--- config.mk ---
export PLATFORM = sky130hd
export DESIGN_NAME = fan_speed_controller
export DESIGN_NICKNAME = d
export VERILOG_FILES = /design/src/sv/fsc_pkg.sv /design/src/sv/fsc_div.sv /design/src/sv/fsc_dpath.sv /design/src/sv/fsc_seq.sv /design/src/sv/fan_speed_controller.sv
export SDC_FILE = /design/constraint.sdc
export NUM_CORES = 2
export LEC_CHECK = 0
export ABC_CLOCK_PERIOD_IN_PS = 9000
export BUFFER_PORTS_ARGS = -buffer_cell sky130_fd_sc_hd__buf_2
export CORE_MARGIN = 8
export CORE_UTILIZATION = 60
export DETAILED_ROUTE_END_ITERATION = 8
export HOLD_SLACK_MARGIN = 0.15
export PLACE_DENSITY_LB_ADDON = 0.15
export RECOVER_POWER = 100
export SYNTH_ARGS = -nofsm -noshare
export SYNTH_HDL_FRONTEND = slang
export SYNTH_SLANG_ARGS = --single-unit
--- constraint.sdc ---
create_clock -name clk_i -period 9 [get_ports clk_i]
set_clock_uncertainty 0.15 [all_clocks]
set_input_delay 1.35 -clock clk_i [delete_from_list [all_inputs] [get_ports clk_i]]
set_output_delay 1.35 -clock clk_i [all_outputs]
set_load 0.005 [all_outputs]
--- src/sv/fsc_pkg.sv ---
package fsc_pkg;

  // tachometer counter width and the mask for its captures
  localparam int unsigned CounterWidth = 32;
  localparam logic [31:0] CntMask      = 32'((64'd1 << CounterWidth) - 64'd1);

  // shared divider sizes
  localparam int unsigned DvdW    = 37;
  localparam int unsigned DvsW    = 32;
  localparam int unsigned DivCntW = $clog2(DvdW);

  // microcode address width
  localparam int unsigned StepW = 5;

  // configuration register indexes
  localparam logic [2:0] CfgMaxSpeed  = 3'd0;
  localparam logic [2:0] CfgNomSpeed  = 3'd1;
  localparam logic [2:0] CfgOffset    = 3'd2;
  localparam logic [2:0] CfgMinDuty   = 3'd3;
  localparam logic [2:0] CfgPwmPeriod = 3'd4;
  localparam logic [2:0] CfgMargin    = 3'd5;
  localparam logic [2:0] CfgClockHz   = 3'd6;

  // configuration reset values
  localparam logic [15:0]        RstMaxSpeed  = 16'd3000;
  localparam logic [15:0]        RstNomSpeed  = 16'd1500;
  localparam logic signed [15:0] RstOffset    = 16'sd0;
  localparam logic [6:0]         RstMinDuty   = 7'd20;
  localparam logic [15:0]        RstPwmPeriod = 16'd1000;
  localparam logic [15:0]        RstMargin    = 16'd500;
  localparam logic [31:0]        RstClockHz   = 32'd1000000;

  // item kinds
  localparam logic [1:0] ModeTach = 2'd0;
  localparam logic [1:0] ModeCmd  = 2'd1;
  localparam logic [1:0] ModeTick = 2'd2;

  // commands
  localparam logic [2:0] CmdStart = 3'd0;
  localparam logic [2:0] CmdStop  = 3'd1;
  localparam logic [2:0] CmdMax   = 3'd2;
  localparam logic [2:0] CmdNom   = 3'd3;
  localparam logic [2:0] CmdOff   = 3'd4;

  // datapath operations
  typedef enum logic [3:0] {
    OP_NONE,
    OP_PERIOD,
    OP_DIV_TACH,
    OP_SPEED_WB,
    OP_SPEED_ZERO,
    OP_MON_ON,
    OP_MON_OFF,
    OP_TICK,
    OP_LD_MAX,
    OP_LD_NOM,
    OP_LD_ZERO,
    OP_SUM,
    OP_DIV_DUTY,
    OP_DIV_FLOOR,
    OP_DUTY_WB,
    OP_GOAL_ZERO
  } op_e;

  // jump conditions
  typedef enum logic [2:0] {
    COND_NONE,
    COND_ALWAYS,
    COND_BUSY,
    COND_PERIOD_ZERO,
    COND_RPM_ZERO,
    COND_BELOW
  } cond_e;

  typedef struct packed {
    op_e              op;
    cond_e            cond;
    logic [StepW-1:0] target;
    logic             last;
  } uword_t;

  typedef struct packed {
    logic accept;
    op_e  op;
  } ctrl_t;

  typedef struct packed {
    logic div_busy;
    logic period_zero;
    logic rpm_zero;
    logic below;
  } stat_t;

  typedef struct packed {
    logic [15:0] pwm_compare;
    logic [15:0] target_rpm;
    logic [31:0] measured_rpm;
    logic        monitor_on;
    logic        led_valid;
    logic        led_on;
    logic        fan_fault;
  } res_t;

  // program addresses
  localparam logic [StepW-1:0] AddrTach      = StepW'(0);
  localparam logic [StepW-1:0] AddrTachChk   = StepW'(1);
  localparam logic [StepW-1:0] AddrTachDiv   = StepW'(2);
  localparam logic [StepW-1:0] AddrTachWait  = StepW'(3);
  localparam logic [StepW-1:0] AddrTachWb    = StepW'(4);
  localparam logic [StepW-1:0] AddrTachZero  = StepW'(5);
  localparam logic [StepW-1:0] AddrMonOn     = StepW'(6);
  localparam logic [StepW-1:0] AddrMonOff    = StepW'(7);
  localparam logic [StepW-1:0] AddrTick      = StepW'(8);
  localparam logic [StepW-1:0] AddrNop       = StepW'(9);
  localparam logic [StepW-1:0] AddrLdMax     = StepW'(10);
  localparam logic [StepW-1:0] AddrLdNom     = StepW'(11);
  localparam logic [StepW-1:0] AddrLdZero    = StepW'(12);
  localparam logic [StepW-1:0] AddrRpmChk    = StepW'(13);
  localparam logic [StepW-1:0] AddrSum       = StepW'(14);
  localparam logic [StepW-1:0] AddrBelowChk  = StepW'(15);
  localparam logic [StepW-1:0] AddrDutyDiv   = StepW'(16);
  localparam logic [StepW-1:0] AddrDutyWait  = StepW'(17);
  localparam logic [StepW-1:0] AddrDutyWb    = StepW'(18);
  localparam logic [StepW-1:0] AddrFloorDiv  = StepW'(19);
  localparam logic [StepW-1:0] AddrGoalZero  = StepW'(20);

  function automatic uword_t mk_word(input op_e op, input cond_e cond,
                                     input logic [StepW-1:0] target, input logic last);
    uword_t w;
    w.op     = op;
    w.cond   = cond;
    w.target = target;
    w.last   = last;
    return w;
  endfunction

  // control store
  function automatic uword_t urom(input logic [StepW-1:0] addr);
    uword_t w;
    unique case (addr)
      AddrTach:     w = mk_word(OP_PERIOD,     COND_NONE,        AddrTach,     1'b0);
      AddrTachChk:  w = mk_word(OP_NONE,       COND_PERIOD_ZERO, AddrTachZero, 1'b0);
      AddrTachDiv:  w = mk_word(OP_DIV_TACH,   COND_NONE,        AddrTach,     1'b0);
      AddrTachWait: w = mk_word(OP_NONE,       COND_BUSY,        AddrTachWait, 1'b0);
      AddrTachWb:   w = mk_word(OP_SPEED_WB,   COND_NONE,        AddrTach,     1'b1);
      AddrTachZero: w = mk_word(OP_SPEED_ZERO, COND_NONE,        AddrTach,     1'b1);
      AddrMonOn:    w = mk_word(OP_MON_ON,     COND_NONE,        AddrTach,     1'b1);
      AddrMonOff:   w = mk_word(OP_MON_OFF,    COND_NONE,        AddrTach,     1'b1);
      AddrTick:     w = mk_word(OP_TICK,       COND_NONE,        AddrTach,     1'b1);
      AddrNop:      w = mk_word(OP_NONE,       COND_NONE,        AddrTach,     1'b1);
      AddrLdMax:    w = mk_word(OP_LD_MAX,     COND_ALWAYS,      AddrRpmChk,   1'b0);
      AddrLdNom:    w = mk_word(OP_LD_NOM,     COND_ALWAYS,      AddrRpmChk,   1'b0);
      AddrLdZero:   w = mk_word(OP_LD_ZERO,    COND_NONE,        AddrTach,     1'b0);
      AddrRpmChk:   w = mk_word(OP_NONE,       COND_RPM_ZERO,    AddrGoalZero, 1'b0);
      AddrSum:      w = mk_word(OP_SUM,        COND_NONE,        AddrTach,     1'b0);
      AddrBelowChk: w = mk_word(OP_NONE,       COND_BELOW,       AddrFloorDiv, 1'b0);
      AddrDutyDiv:  w = mk_word(OP_DIV_DUTY,   COND_NONE,        AddrTach,     1'b0);
      AddrDutyWait: w = mk_word(OP_NONE,       COND_BUSY,        AddrDutyWait, 1'b0);
      AddrDutyWb:   w = mk_word(OP_DUTY_WB,    COND_NONE,        AddrTach,     1'b1);
      AddrFloorDiv: w = mk_word(OP_DIV_FLOOR,  COND_ALWAYS,      AddrDutyWait, 1'b0);
      AddrGoalZero: w = mk_word(OP_GOAL_ZERO,  COND_NONE,        AddrTach,     1'b1);
      default:      w = mk_word(OP_NONE,       COND_NONE,        AddrTach,     1'b1);
    endcase
    return w;
  endfunction

  // program entry for an accepted word
  function automatic logic [StepW-1:0] entry_addr(input logic [1:0] mode,
                                                  input logic [2:0] cmd);
    logic [StepW-1:0] a;
    unique case (mode)
      ModeTach: a = AddrTach;
      ModeCmd: begin
        unique case (cmd)
          CmdStart: a = AddrMonOn;
          CmdStop:  a = AddrMonOff;
          CmdMax:   a = AddrLdMax;
          CmdNom:   a = AddrLdNom;
          CmdOff:   a = AddrLdZero;
          default:  a = AddrNop;
        endcase
      end
      ModeTick: a = AddrTick;
      default:  a = AddrNop;
    endcase
    return a;
  endfunction

endpackage

--- src/sv/fsc_div.sv ---
module fsc_div (
  input  logic                      clk_i,
  input  logic                      rst_ni,
  input  logic                      start_i,
  input  logic [fsc_pkg::DvdW-1:0]  dividend_i,
  input  logic [fsc_pkg::DvsW-1:0]  divisor_i,
  output logic                      busy_o,
  output logic [fsc_pkg::DvdW-1:0]  quotient_o
);
  import fsc_pkg::*;

  logic               busy_q, busy_d;
  logic [DivCntW-1:0] cnt_q, cnt_d;
  logic [DvdW-1:0]    dvd_q, dvd_d;
  logic [DvsW-1:0]    dvs_q, dvs_d;
  logic [DvsW-1:0]    rem_q, rem_d;
  logic [DvsW:0]      rem_shift;
  logic [DvsW:0]      diff;
  logic               fits;

  // one restoring step per cycle, quotient bits shift into the dividend
  always_comb begin
    rem_shift = {rem_q, dvd_q[DvdW-1]};
    diff      = rem_shift - {1'b0, dvs_q};
    fits      = rem_shift >= {1'b0, dvs_q};
    busy_d    = busy_q;
    cnt_d     = cnt_q;
    dvd_d     = dvd_q;
    dvs_d     = dvs_q;
    rem_d     = rem_q;
    if (start_i) begin
      busy_d = 1'b1;
      cnt_d  = DivCntW'(DvdW - 1);
      dvd_d  = dividend_i;
      dvs_d  = divisor_i;
      rem_d  = '0;
    end else if (busy_q) begin
      rem_d = fits ? diff[DvsW-1:0] : rem_shift[DvsW-1:0];
      dvd_d = {dvd_q[DvdW-2:0], fits};
      cnt_d = cnt_q - 1'b1;
      if (cnt_q == '0) begin
        busy_d = 1'b0;
      end
    end
  end

  always_ff @(posedge clk_i or negedge rst_ni) begin
    if (!rst_ni) begin
      busy_q <= 1'b0;
      cnt_q  <= '0;
    end else begin
      busy_q <= busy_d;
      cnt_q  <= cnt_d;
    end
  end

  always_ff @(posedge clk_i) begin
    dvd_q <= dvd_d;
    dvs_q <= dvs_d;
    rem_q <= rem_d;
  end

  assign busy_o     = busy_q;
  assign quotient_o = dvd_q;

endmodule

--- src/sv/fsc_dpath.sv ---
module fsc_dpath (
  input  logic            clk_i,
  input  logic            rst_ni,
  input  logic [31:0]     capture_value_i,
  input  logic            cfg_valid_i,
  input  logic [2:0]      cfg_index_i,
  input  logic [31:0]     cfg_data_i,
  input  fsc_pkg::ctrl_t  ctrl_i,
  output fsc_pkg::stat_t  stat_o,
  output fsc_pkg::res_t   res_o
);
  import fsc_pkg::*;

  // configuration
  logic [15:0]        max_q;
  logic [15:0]        nom_q;
  logic signed [15:0] offset_q;
  logic [6:0]         min_duty_q;
  logic [15:0]        period_cfg_q;
  logic [15:0]        margin_q;
  logic [31:0]        clk_hz_q;

  // block state
  logic [31:0] cap_in_q;
  logic [31:0] last_cap_q;
  logic [31:0] last_period_q;
  logic [31:0] speed_q;
  logic [15:0] goal_q;
  logic [15:0] duty_q;
  logic        mon_q;
  logic        fault_q;
  logic        led_valid_q;
  logic        led_on_q;

  // working registers
  logic [15:0]        rpm_q;
  logic signed [17:0] s_q;
  logic [22:0]        mp_q;

  logic [15:0]        ld_src;
  logic [15:0]        ld_clamped;
  logic signed [17:0] s_sum;
  logic signed [25:0] lhs;
  logic signed [25:0] rhs;
  logic [36:0]        tach_prod;
  logic [32:0]        duty_prod;
  logic [22:0]        floor_prod;
  logic [22:0]        mp_prod;
  logic               div_start;
  logic [DvdW-1:0]    div_dvd;
  logic [DvsW-1:0]    div_dvs;
  logic               div_busy;
  logic [DvdW-1:0]    div_quo;
  logic               shortfall;

  // arithmetic feeding the steps
  always_comb begin
    unique case (ctrl_i.op)
      OP_LD_MAX: ld_src = max_q;
      OP_LD_NOM: ld_src = nom_q;
      default:   ld_src = '0;
    endcase
    ld_clamped = (ld_src > max_q) ? max_q : ld_src;
    s_sum      = signed'({2'b00, rpm_q}) + 18'(offset_q);
    lhs        = 26'(s_q) * 26'sd100;
    rhs        = signed'(26'(mp_q));
    tach_prod  = clk_hz_q * 37'd30;
    duty_prod  = s_q[16:0] * period_cfg_q;
    floor_prod = min_duty_q * period_cfg_q;
    mp_prod    = min_duty_q * max_q;
    shortfall  = (goal_q > margin_q) && (speed_q < 32'(goal_q - margin_q));
  end

  // divider operand selection
  always_comb begin
    div_start = 1'b0;
    div_dvd   = 37'(floor_prod);
    div_dvs   = 32'd100;
    unique case (ctrl_i.op)
      OP_DIV_TACH: begin
        div_start = 1'b1;
        div_dvd   = tach_prod;
        div_dvs   = last_period_q;
      end
      OP_DIV_DUTY: begin
        div_start = 1'b1;
        div_dvd   = 37'(duty_prod);
        div_dvs   = 32'(max_q);
      end
      OP_DIV_FLOOR: begin
        div_start = 1'b1;
      end
      default: ;
    endcase
  end

  fsc_div u_div (
    .clk_i      (clk_i),
    .rst_ni     (rst_ni),
    .start_i    (div_start),
    .dividend_i (div_dvd),
    .divisor_i  (div_dvs),
    .busy_o     (div_busy),
    .quotient_o (div_quo)
  );

  // configuration writes
  always_ff @(posedge clk_i or negedge rst_ni) begin
    if (!rst_ni) begin
      max_q        <= RstMaxSpeed;
      nom_q        <= RstNomSpeed;
      offset_q     <= RstOffset;
      min_duty_q   <= RstMinDuty;
      period_cfg_q <= RstPwmPeriod;
      margin_q     <= RstMargin;
      clk_hz_q     <= RstClockHz;
    end else if (cfg_valid_i) begin
      unique case (cfg_index_i)
        CfgMaxSpeed:  max_q        <= cfg_data_i[15:0];
        CfgNomSpeed:  nom_q        <= cfg_data_i[15:0];
        CfgOffset:    offset_q     <= signed'(cfg_data_i[15:0]);
        CfgMinDuty:   min_duty_q   <= cfg_data_i[6:0];
        CfgPwmPeriod: period_cfg_q <= cfg_data_i[15:0];
        CfgMargin:    margin_q     <= cfg_data_i[15:0];
        CfgClockHz:   clk_hz_q     <= cfg_data_i;
        default: ;
      endcase
    end
  end

  // state updates driven by the current control word
  always_ff @(posedge clk_i or negedge rst_ni) begin
    if (!rst_ni) begin
      last_cap_q    <= '0;
      last_period_q <= '0;
      speed_q       <= '0;
      goal_q        <= '0;
      duty_q        <= '0;
      mon_q         <= 1'b0;
      fault_q       <= 1'b0;
      led_valid_q   <= 1'b0;
      led_on_q      <= 1'b0;
    end else begin
      if (ctrl_i.accept) begin
        led_valid_q <= 1'b0;
        led_on_q    <= 1'b0;
      end
      unique case (ctrl_i.op)
        OP_PERIOD: begin
          if (cap_in_q > last_cap_q) begin
            last_period_q <= cap_in_q - last_cap_q;
          end
          last_cap_q <= cap_in_q;
        end
        OP_SPEED_WB:   speed_q <= (|div_quo[DvdW-1:32]) ? 32'hffff_ffff : div_quo[31:0];
        OP_SPEED_ZERO: speed_q <= '0;
        OP_MON_ON:     mon_q   <= 1'b1;
        OP_MON_OFF:    mon_q   <= 1'b0;
        OP_TICK: begin
          led_valid_q <= mon_q;
          led_on_q    <= mon_q && shortfall;
          if (mon_q && shortfall) begin
            fault_q <= 1'b1;
          end
        end
        OP_DUTY_WB: begin
          goal_q <= rpm_q;
          duty_q <= (|div_quo[DvdW-1:16]) ? 16'hffff : div_quo[15:0];
        end
        OP_GOAL_ZERO: begin
          goal_q <= '0;
          duty_q <= '0;
        end
        default: ;
      endcase
    end
  end

  // working registers
  always_ff @(posedge clk_i) begin
    if (ctrl_i.accept) begin
      cap_in_q <= capture_value_i & CntMask;
    end
    unique case (ctrl_i.op)
      OP_LD_MAX, OP_LD_NOM: rpm_q <= ld_clamped;
      OP_LD_ZERO:           rpm_q <= '0;
      OP_SUM: begin
        s_q  <= s_sum;
        mp_q <= mp_prod;
      end
      default: ;
    endcase
  end

  assign stat_o.div_busy    = div_busy;
  assign stat_o.period_zero = (last_period_q == '0);
  assign stat_o.rpm_zero    = (rpm_q == '0);
  assign stat_o.below       = (lhs < rhs);

  assign res_o.pwm_compare  = duty_q;
  assign res_o.target_rpm   = goal_q;
  assign res_o.measured_rpm = speed_q;
  assign res_o.monitor_on   = mon_q;
  assign res_o.led_valid    = led_valid_q;
  assign res_o.led_on       = led_on_q;
  assign res_o.fan_fault    = fault_q;

endmodule

--- src/sv/fsc_seq.sv ---
module fsc_seq (
  input  logic            clk_i,
  input  logic            rst_ni,
  input  logic            in_valid_i,
  output logic            in_ready_o,
  input  logic [1:0]      mode_i,
  input  logic [2:0]      command_i,
  input  fsc_pkg::stat_t  stat_i,
  input  logic            out_free_i,
  output fsc_pkg::ctrl_t  ctrl_o,
  output logic            load_out_o
);
  import fsc_pkg::*;

  typedef enum logic [2:0] {
    ST_IDLE = 3'b001,
    ST_RUN  = 3'b010,
    ST_DONE = 3'b100
  } seq_state_e;

  seq_state_e       state_q, state_d;
  logic [StepW-1:0] step_q, step_d;
  uword_t           word;
  logic             taken;
  logic             accept;

  assign word   = urom(step_q);
  assign accept = (state_q == ST_IDLE) && in_valid_i;

  // jump condition select
  always_comb begin
    unique case (word.cond)
      COND_NONE:        taken = 1'b0;
      COND_ALWAYS:      taken = 1'b1;
      COND_BUSY:        taken = stat_i.div_busy;
      COND_PERIOD_ZERO: taken = stat_i.period_zero;
      COND_RPM_ZERO:    taken = stat_i.rpm_zero;
      COND_BELOW:       taken = stat_i.below;
      default:          taken = 1'b0;
    endcase
  end

  // step counter and phase control
  always_comb begin
    state_d    = state_q;
    step_d     = step_q;
    load_out_o = 1'b0;
    unique case (state_q)
      ST_IDLE: begin
        if (accept) begin
          step_d  = entry_addr(mode_i, command_i);
          state_d = ST_RUN;
        end
      end
      ST_RUN: begin
        if (word.last) begin
          state_d = ST_DONE;
        end else if (taken) begin
          step_d = word.target;
        end else begin
          step_d = step_q + 1'b1;
        end
      end
      ST_DONE: begin
        if (out_free_i) begin
          load_out_o = 1'b1;
          state_d    = ST_IDLE;
        end
      end
      default: state_d = ST_IDLE;
    endcase
  end

  always_ff @(posedge clk_i or negedge rst_ni) begin
    if (!rst_ni) begin
      state_q <= ST_IDLE;
      step_q  <= '0;
    end else begin
      state_q <= state_d;
      step_q  <= step_d;
    end
  end

  assign in_ready_o    = (state_q == ST_IDLE);
  assign ctrl_o.accept = accept;
  assign ctrl_o.op     = (state_q == ST_RUN) ? word.op : OP_NONE;

endmodule

--- src/sv/fan_speed_controller.sv ---
// Fan speed controller with tachometer monitor. Each accepted word (tach
// capture, command or monitor tick) returns one status word carrying the PWM
// compare value, clamped target, measured rpm, monitor and LED flags and the
// sticky fault. A microcoded sequencer steps a small datapath; rpm and duty
// both go through one shared restoring divider that retires one quotient bit
// per cycle for each of the 37 dividend bits. A tach capture with a nonzero
// period and a max or nominal target command whose target does not clamp to
// zero wait on the divider; a zero period capture, start, stop, off, tick and
// ignored words do not.
// One word is in flight at a time; the result register lets the next word in
// while the previous result waits. Configuration writes are taken at once.
module fan_speed_controller (
  input  logic        clk_i,
  input  logic        rst_ni,
  input  logic        in_valid_i,
  output logic        in_ready_o,
  input  logic [1:0]  mode_i,
  input  logic [31:0] capture_value_i,
  input  logic [2:0]  command_i,
  output logic        out_valid_o,
  input  logic        out_ready_i,
  output logic [15:0] pwm_compare_o,
  output logic [15:0] target_rpm_o,
  output logic [31:0] measured_rpm_o,
  output logic        monitor_on_o,
  output logic        led_valid_o,
  output logic        led_on_o,
  output logic        fan_fault_o,
  input  logic        cfg_valid_i,
  output logic        cfg_ready_o,
  input  logic [2:0]  cfg_index_i,
  input  logic [31:0] cfg_data_i
);
  import fsc_pkg::*;

  ctrl_t ctrl;
  stat_t stat;
  res_t  res;
  res_t  out_q;
  logic  out_valid_q;
  logic  out_free;
  logic  load_out;

  assign out_free    = !out_valid_q || out_ready_i;
  assign cfg_ready_o = 1'b1;

  fsc_seq u_seq (
    .clk_i      (clk_i),
    .rst_ni     (rst_ni),
    .in_valid_i (in_valid_i),
    .in_ready_o (in_ready_o),
    .mode_i     (mode_i),
    .command_i  (command_i),
    .stat_i     (stat),
    .out_free_i (out_free),
    .ctrl_o     (ctrl),
    .load_out_o (load_out)
  );

  fsc_dpath u_dpath (
    .clk_i           (clk_i),
    .rst_ni          (rst_ni),
    .capture_value_i (capture_value_i),
    .cfg_valid_i     (cfg_valid_i),
    .cfg_index_i     (cfg_index_i),
    .cfg_data_i      (cfg_data_i),
    .ctrl_i          (ctrl),
    .stat_o          (stat),
    .res_o           (res)
  );

  // result word register
  always_ff @(posedge clk_i or negedge rst_ni) begin
    if (!rst_ni) begin
      out_valid_q <= 1'b0;
      out_q       <= '0;
    end else if (load_out) begin
      out_valid_q <= 1'b1;
      out_q       <= res;
    end else if (out_ready_i) begin
      out_valid_q <= 1'b0;
    end
  end

  assign out_valid_o    = out_valid_q;
  assign pwm_compare_o  = out_q.pwm_compare;
  assign target_rpm_o   = out_q.target_rpm;
  assign measured_rpm_o = out_q.measured_rpm;
  assign monitor_on_o   = out_q.monitor_on;
  assign led_valid_o    = out_q.led_valid;
  assign led_on_o       = out_q.led_on;
  assign fan_fault_o    = out_q.fan_fault;

`ifndef SYNTHESIS
  // led lit only inside a valid led update
  a_led_in_update: assert property (@(posedge clk_i) disable iff (!rst_ni)
    led_on_o |-> led_valid_o)
    else $error("led_on without led_valid");

  // fault flag never clears once reported
  a_fault_sticky: assert property (@(posedge clk_i) disable iff (!rst_ni)
    $past(fan_fault_o) |-> fan_fault_o)
    else $error("fan fault cleared");

  // zero target always comes with zero compare
  a_zero_goal_duty: assert property (@(posedge clk_i) disable iff (!rst_ni)
    (target_rpm_o == 16'd0) |-> (pwm_compare_o == 16'd0))
    else $error("nonzero compare with zero target");

  // no new word while a result is being built
  a_one_in_flight: assert property (@(posedge clk_i) disable iff (!rst_ni)
    (in_valid_i && in_ready_o) |=> !in_ready_o)
    else $error("input accepted while busy");
`endif

endmodule

# [Word level (Yosys, flattened, before mapping)]
# Memory sizes are Yosys's and may differ from the RTL's.
# Cells that the tools add are included.
[word_totals] ff_bits=525 mem_bits_ro=416 input_bits=77 out_inout_bits=71 word_cells=165 n_memories=1
[classes] add_sub_neg=6 mul=5 n_lt_le_gt_ge=6 eq_ne=39 n_mux=39 n_reduce_logical=34
[memory_table] memory="(no name shown)" depth=32 width=13 read_ports=1 rd_clocked_by_memory_dff=0 write_ports=0 line_no="fsc_pkg.sv:140" source="unique case (addr)"
[op_table] op="16-bit case mux with 2 select lines" n=4
[op_table] op="32-bit case mux with 2 select lines" n=2
[op_table] op="37-bit two-way mux" n=2
[op_table] op="37-bit case mux with 2 select lines" n=1
[op_table] op="32-bit two-way mux" n=2
[op_table] op="32-bit subtractor" n=2
[op_table] op="7-bit by 16-bit multiplier with 23-bit output" n=2
[op_table] op="32-bit by 4-bit multiplier with 36-bit output, second input constant" n=1
[op_table] op="33-bit by 32-bit greater-or-equal comparator with 1-bit output" n=1
[op_table] op="17-bit by 16-bit multiplier with 33-bit output" n=1
[op_table] op="4-bit == test, second input constant" n=8
[op_table] op="16-bit > comparator" n=2
[op_table] op="32-bit > comparator" n=1
[op_table] op="32-bit logical NOT" n=1
[op_table] op="32-bit less-than comparator" n=1
[op_table] op="16-bit two-way mux" n=2
[op_table] op="26-bit by 24-bit less-than comparator with 1-bit output" n=1
[op_table] op="18-bit by 6-bit multiplier with 24-bit output, second input constant" n=1
[op_table] op="3-bit by 2-bit == test with 1-bit output, second input constant" n=7
[op_table] op="3-bit == test, second input constant" n=7
[op_table] op="21-bit OR reduction" n=1
[op_table] op="4-bit case mux with 5 select lines" n=1
[op_table] op="17-bit by 16-bit adder with 18-bit output" n=1
[op_table] op="2-bit AND reduction" n=9
[op_table] op="33 further kinds" n=68

# [Logic depth before layout (Yosys ltp)]
[logic_depth] word_depth=7 depth_mapped=25 depth_no_buf=24

# [By module]
# A second synthesis with hierarchy kept.
[hier_totals] cells_unflattened=4963 hier_area_um2=48048.6
[by_module_without_submodules] mod="fsc_dpath" n_inst=1 cells_each=4078 area_each_um2=38214.2 seq_area_each_um2=8997.4
[by_module_without_submodules] mod="fsc_div" n_inst=1 cells_each=603 area_each_um2=6139.6 seq_area_each_um2=2887.8
[by_module_without_submodules] mod="fan_speed_controller" n_inst=1 cells_each=149 area_each_um2=2608.8 seq_area_each_um2=1726.7
[by_module_without_submodules] mod="fsc_seq" n_inst=1 cells_each=133 area_each_um2=1086.0 seq_area_each_um2=201.4

# [Worst setup path after synthesis]
# OpenSTA, ideal clock, no wires.
[synth_path] kind="register to register" start="reg u_dpath.period_cfg_q[3]" end="reg u_dpath.u_div.dvd_q[28] (netlist: u_dpath.u_div.quotient_o[28]) (data pin)" setup_ps=256 t_arrival_ps=6307 required_ps=8594 slack_ps=2286 stages_incl_launch_ff=23 n_path_buf=1 synth_period_minus_slack_ps=6714 path_cell_list="dfstp_2 > clkbuf_1 > nand2_1 > fa_1 > fa_1 > fa_1 > inv_1 > fa_1 > fa_1 > inv_1 > fa_1 > inv_1 > ha_1 > a21o_1 > a21o_1 > a2111oi_1 > o31ai_1 > a21oi_2 > o21ai_2 > a21bo_2 > a211o_1 > a32oi_1 > nand2_1"
[synth_between] elab_chain_len=3
[synth_rtl] item="start: declaration" line_no="fsc_dpath.sv:19" source="logic [15:0] period_cfg_q;"
[synth_rtl] item="start signal: assignment" line_no="fsc_dpath.sv:114" source="period_cfg_q <= RstPwmPeriod;"
[synth_rtl] item="start signal: assignment" line_no="fsc_dpath.sv:123" source="CfgPwmPeriod: period_cfg_q <= cfg_data_i[15:0];"
[synth_rtl] item="17-bit by 16-bit multiplier with 33-bit output" line_no="fsc_dpath.sv:68" source="duty_prod = s_q[16:0] * period_cfg_q;"
[synth_rtl] item="37-bit case mux with 2 select lines" line_no="fsc_dpath.sv:79" source="unique case (ctrl_i.op)"
[synth_rtl] item="37-bit two-way mux" line_no="fsc_div.sv:31" source="if (start_i) begin"
[synth_rtl] item="via u_dpath.u_div.dvd_d[28]" line_no="fsc_div.sv:14" source="logic [DvdW-1:0] dvd_q, dvd_d;"
[synth_rtl] item="end signal: assignment" line_no="fsc_div.sv:58" source="dvd_q <= dvd_d;"
[synth_rtl] item="end: declaration" line_no="fsc_div.sv:14"
# The timed path passes the listed nets, and every way through them passes these cells.
# A chain may end at the register's enable or synchronous reset.

# [Worst setup path after layout]
[layout_path] start="reg u_dpath.s_q[2]" end="reg u_seq.step_q[2]"
[layout_between] elab_chain_len=6
[layout_rtl] item="start: declaration" line_no="fsc_dpath.sv:37" source="logic signed [17:0] s_q;"
[layout_rtl] item="start signal: assignment" line_no="fsc_dpath.sv:188" source="s_q <= s_sum;"
[layout_rtl] item="18-bit by 6-bit multiplier with 24-bit output" line_no="fsc_dpath.sv:65" source="lhs = 26'(s_q) * 26'sd100;"
[layout_rtl] item="26-bit by 24-bit less-than comparator with 1-bit output" line_no="fsc_dpath.sv:198" source="assign stat_o.below = (lhs < rhs);"
[layout_rtl] item="1-bit case mux with 5 select lines" line_no="fsc_seq.sv:32" source="unique case (word.cond)"
[layout_rtl] item="5-bit two-way mux" line_no="fsc_seq.sv:58" source="end else if (taken) begin"
[layout_rtl] item="5-bit two-way mux" line_no="fsc_seq.sv:56" source="if (word.last) begin"
[layout_rtl] item="5-bit case mux with 2 select lines" line_no="fsc_seq.sv:48" source="unique case (state_q)"
[layout_rtl] item="end signal: assignment" line_no="fsc_seq.sv:80" source="step_q <= step_d;"
[layout_rtl] item="end: declaration" line_no="fsc_seq.sv:22" source="logic [StepW-1:0] step_q, step_d;"
# Every way passes these cells. The select of a mux whose other input is x is not followed.

==> flow_summary.toml <==
[timing]
slew_viol_final = 751
tns_ns = 0
slew_headroom = -2.62
period_share = 0.885
rsz0062_at_grt = "false"
final-hold-violation-count = 0
fmax_ghz = 0.126
setup_viol = 0
fin_crit_ns = 7.96
tightest_slew_ns = 5.44

[global_route]
grt_start_max_net_pins = 126
grt_pass1_vias = 36000
grt_pass1_wl_mm = 197
grt_overflow = 0
track_usage = 0.274
antenna_found_initial = 7

[hold_path]
holdCritPathClass = "flop to flop"
hold-path-cell-count = 1
worstHoldStart = "u_dpath.fault_q$_DFFE_PN0P_"
hold_path_end = "u_dpath.fault_q$_DFFE_PN0P_"

[run_status]
violations = "capacitance limit, slew limit"
status = "finished with violations"

[placement]
hpwl_mm = 94.5
gp_congestion = 0.955
port_buffers = 146
dp.cells = 5947

[drt]
viasPerCell = 5.87
wire_per_inst_um = 20.2
vias = 35600
drt_iter0_markers = 2621
drtAntennaViolNets = 0
dr.pass1.iters = 8
drc = 0
wl_mm = 122

[synthesis]
synthDistinctLibCells = 105
netlist_instances = 4914
syn_nets = 5873
synth_warnings = 0
avgSynthCellArea_um2 = 9.69
ys_ff_latch = 525
synth_edf_count = 158
synth-async-reset-ratio = 0.638
ys_seq_area_frac = 0.290
synth_ff_type = "dfrtp_1"
synth.cell_area_um2 = 47600

[cells_and_area]
area_growth_pct = 6.94
stdcell_count = 6057
nets = 5915
final_common_cell = "nand2_1"
final_cell_mix = "nand2_1, inv_1, ha_1"
layout-drive-gt1-share = 0.0973

[worst_setup_path]
end_kind = "flop"
startpoint = "u_dpath.s_q[2]$_DFFE_PN_"
arrival_ns = 8.31
critPathMaxFanout = 19
r2r-end = "u_seq.step_q[2]$_DFFE_PN0P_"
cp_data_required_time_ns = 9.35
critPathLaunchType = "flop"
r2r_start = "u_dpath.s_q[2]$_DFFE_PN_"
reg2regPathDepth = 19
ff2ff_setup_slack_ns = 1.04
path_class = "flop to flop"

[floorplanning]
die_w_um = 298
die_y_um = 298
core-area_um2 = 78700
rows = 103
initial_core_util = 0.605
ioPinCount = 148
die-area_um2 = 88600

[job]
drv_cap = 16

[clocking]
clk_latency_ns = 0.65
cts_root_buffer = "clkbuf_16"
cts_hold_buffers = 0
clockBufferDepth = 3
cts.sinks = 525
htree_num_levels = 2
clkTransAtPathRegs_ns = 0.06
cts_buffers = 57
cts_setup_buffers = 0
ctsResizeCount = 0
cts_tree = "built"
## sequential cells by signal, indices dropped and copies added, names as in the netlist, 23 cells and up
signal and flops:
u_dpath.mp_q 23, measured_rpm_o 32, u_dpath.u_div.quotient_o 37, u_dpath.cap_in_q 32
u_dpath.clk_hz_q 32, u_dpath.last_period_q 32, u_dpath.u_div.rem_q 32, u_dpath.u_div.dvs_q 32
u_dpath.last_cap_q 32, u_dpath.speed_q 32
## per-stage QoR
stage / instance area, µm² / hold WS (ns) / setup slack (ns) / utilization
after floorplan: 47600 / 0.285 / 2.29 / -
after global placement: 49200 / 0.305 / 1.83 / 0.625
after detailed placement: 49200 / 0.312 / 1.78 / 0.625
after CTS: 51200 / 0.326 / 1.73 / 0.650
after global routing: 50900 / 0.354 / 0.729 / 0.647
final: 50900 / 0.325 / 1.04 / 0.647
## how the worst max path moves through the flow
stage	to	cells past startpoint
6_report	u_seq.step_q[2]$_DFFE_PN0P_	19
5_1_grt	u_seq.step_q[2]$_DFFE_PN0P_	19
4_1_cts	u_dpath.u_div.quotient_o[28]$_DFFE_PP_	22
3_5_place_dp	u_dpath.u_div.quotient_o[28]$_DFFE_PP_	22
3_3_place_gp	u_dpath.u_div.quotient_o[28]$_DFFE_PP_	22
2_1_floorplan	u_dpath.u_div.quotient_o[28]$_DFFE_PP_	22
## kinds of logic (layout without fill, tap and decap cells)
kind of cell | after synthesis | after routing | share of synthesized area
AOI/OAI and AO/OA | 941 | 941 | 0.126
xor gates and xnor gates | 191 | 191 | 0.0351
adders and majority gates | 882 | 882 | 0.299
buffers and inverters | 783 | 873 | 0.0632
DFF | 525 | 525 | 0.290
muxes | 211 | 211 | 0.0497
other | 1 | 4 | 0.0000787
and+or+nand+nor | 1380 | 1380 | 0.136
## layout make-up
cell class,count,area [µm²]
antenna,3,7.51
clock buffer,75,1600
clock inverter,32,355
fill,6480,27800
inverter,579,2170
multi-input combinational,3606,30800
sequential,525,13800
tap,1050,1310
timing repair buffer,187,911
## layer usage
metal | global-route usage | vias to the layer above | part of all wire
li1 | - | 16700 | -
met2 | 0.447 | 1096 | 0.46
met4 | 0.107 | 6 | 0.044
met1 | 0.370 | 17600 | 0.43
met5 | 0 | - | 0.00030
met3 | 0.0386 | 214 | 0.066
## critical path: stages, from the launching register on
cell and delay, ns:
edfxtp_1 0.89, ha_1 0.39, fa_1 0.47, ha_1 0.31, ha_1 0.24, fa_1 0.44, a211oi_2 0.26, o21ai_2 0.12
o31ai_4 0.26, o22ai_1 0.21, o21a_1 0.21, nor2_1 0.11, xnor2_1 0.13, ha_1 0.26, a2111oi_0 0.39, a31oi_1 0.17
o41ai_1 2.15, mux2i_1 0.34, a21oi_1 0.23, o21ai_0 0.08
## cells in the mapped netlist, types with 31 or more instances
library cell	count	area, µm²
a31oi_1	58	363
nand2_1	648	2430
mux2_2	196	2210
clkbuf_1	176	661
nand3_1	50	250
nand4_1	32	200
o21a_1	36	270
xnor2_1	125	1090
a211oi_1	31	233
nor2_1	180	676
and2_1	206	1290
ha_1	455	5690
nor3_1	85	425
nand2b_1	37	231
dfxtp_1	32	641
inv_1	577	2170
dfstp_2	36	946
dfrtp_1	299	7480
a21o_1	79	593
nor2b_1	31	194
a21oi_1	247	1240
xor2_1	66	578
o21ai_0	269	1350
fa_1	427	8550
edfxtp_1	158	4740
Power is left out: the tool's default activity adds up to more than one toggle a clock period on the data nets, which glitch-free logic cannot reach.
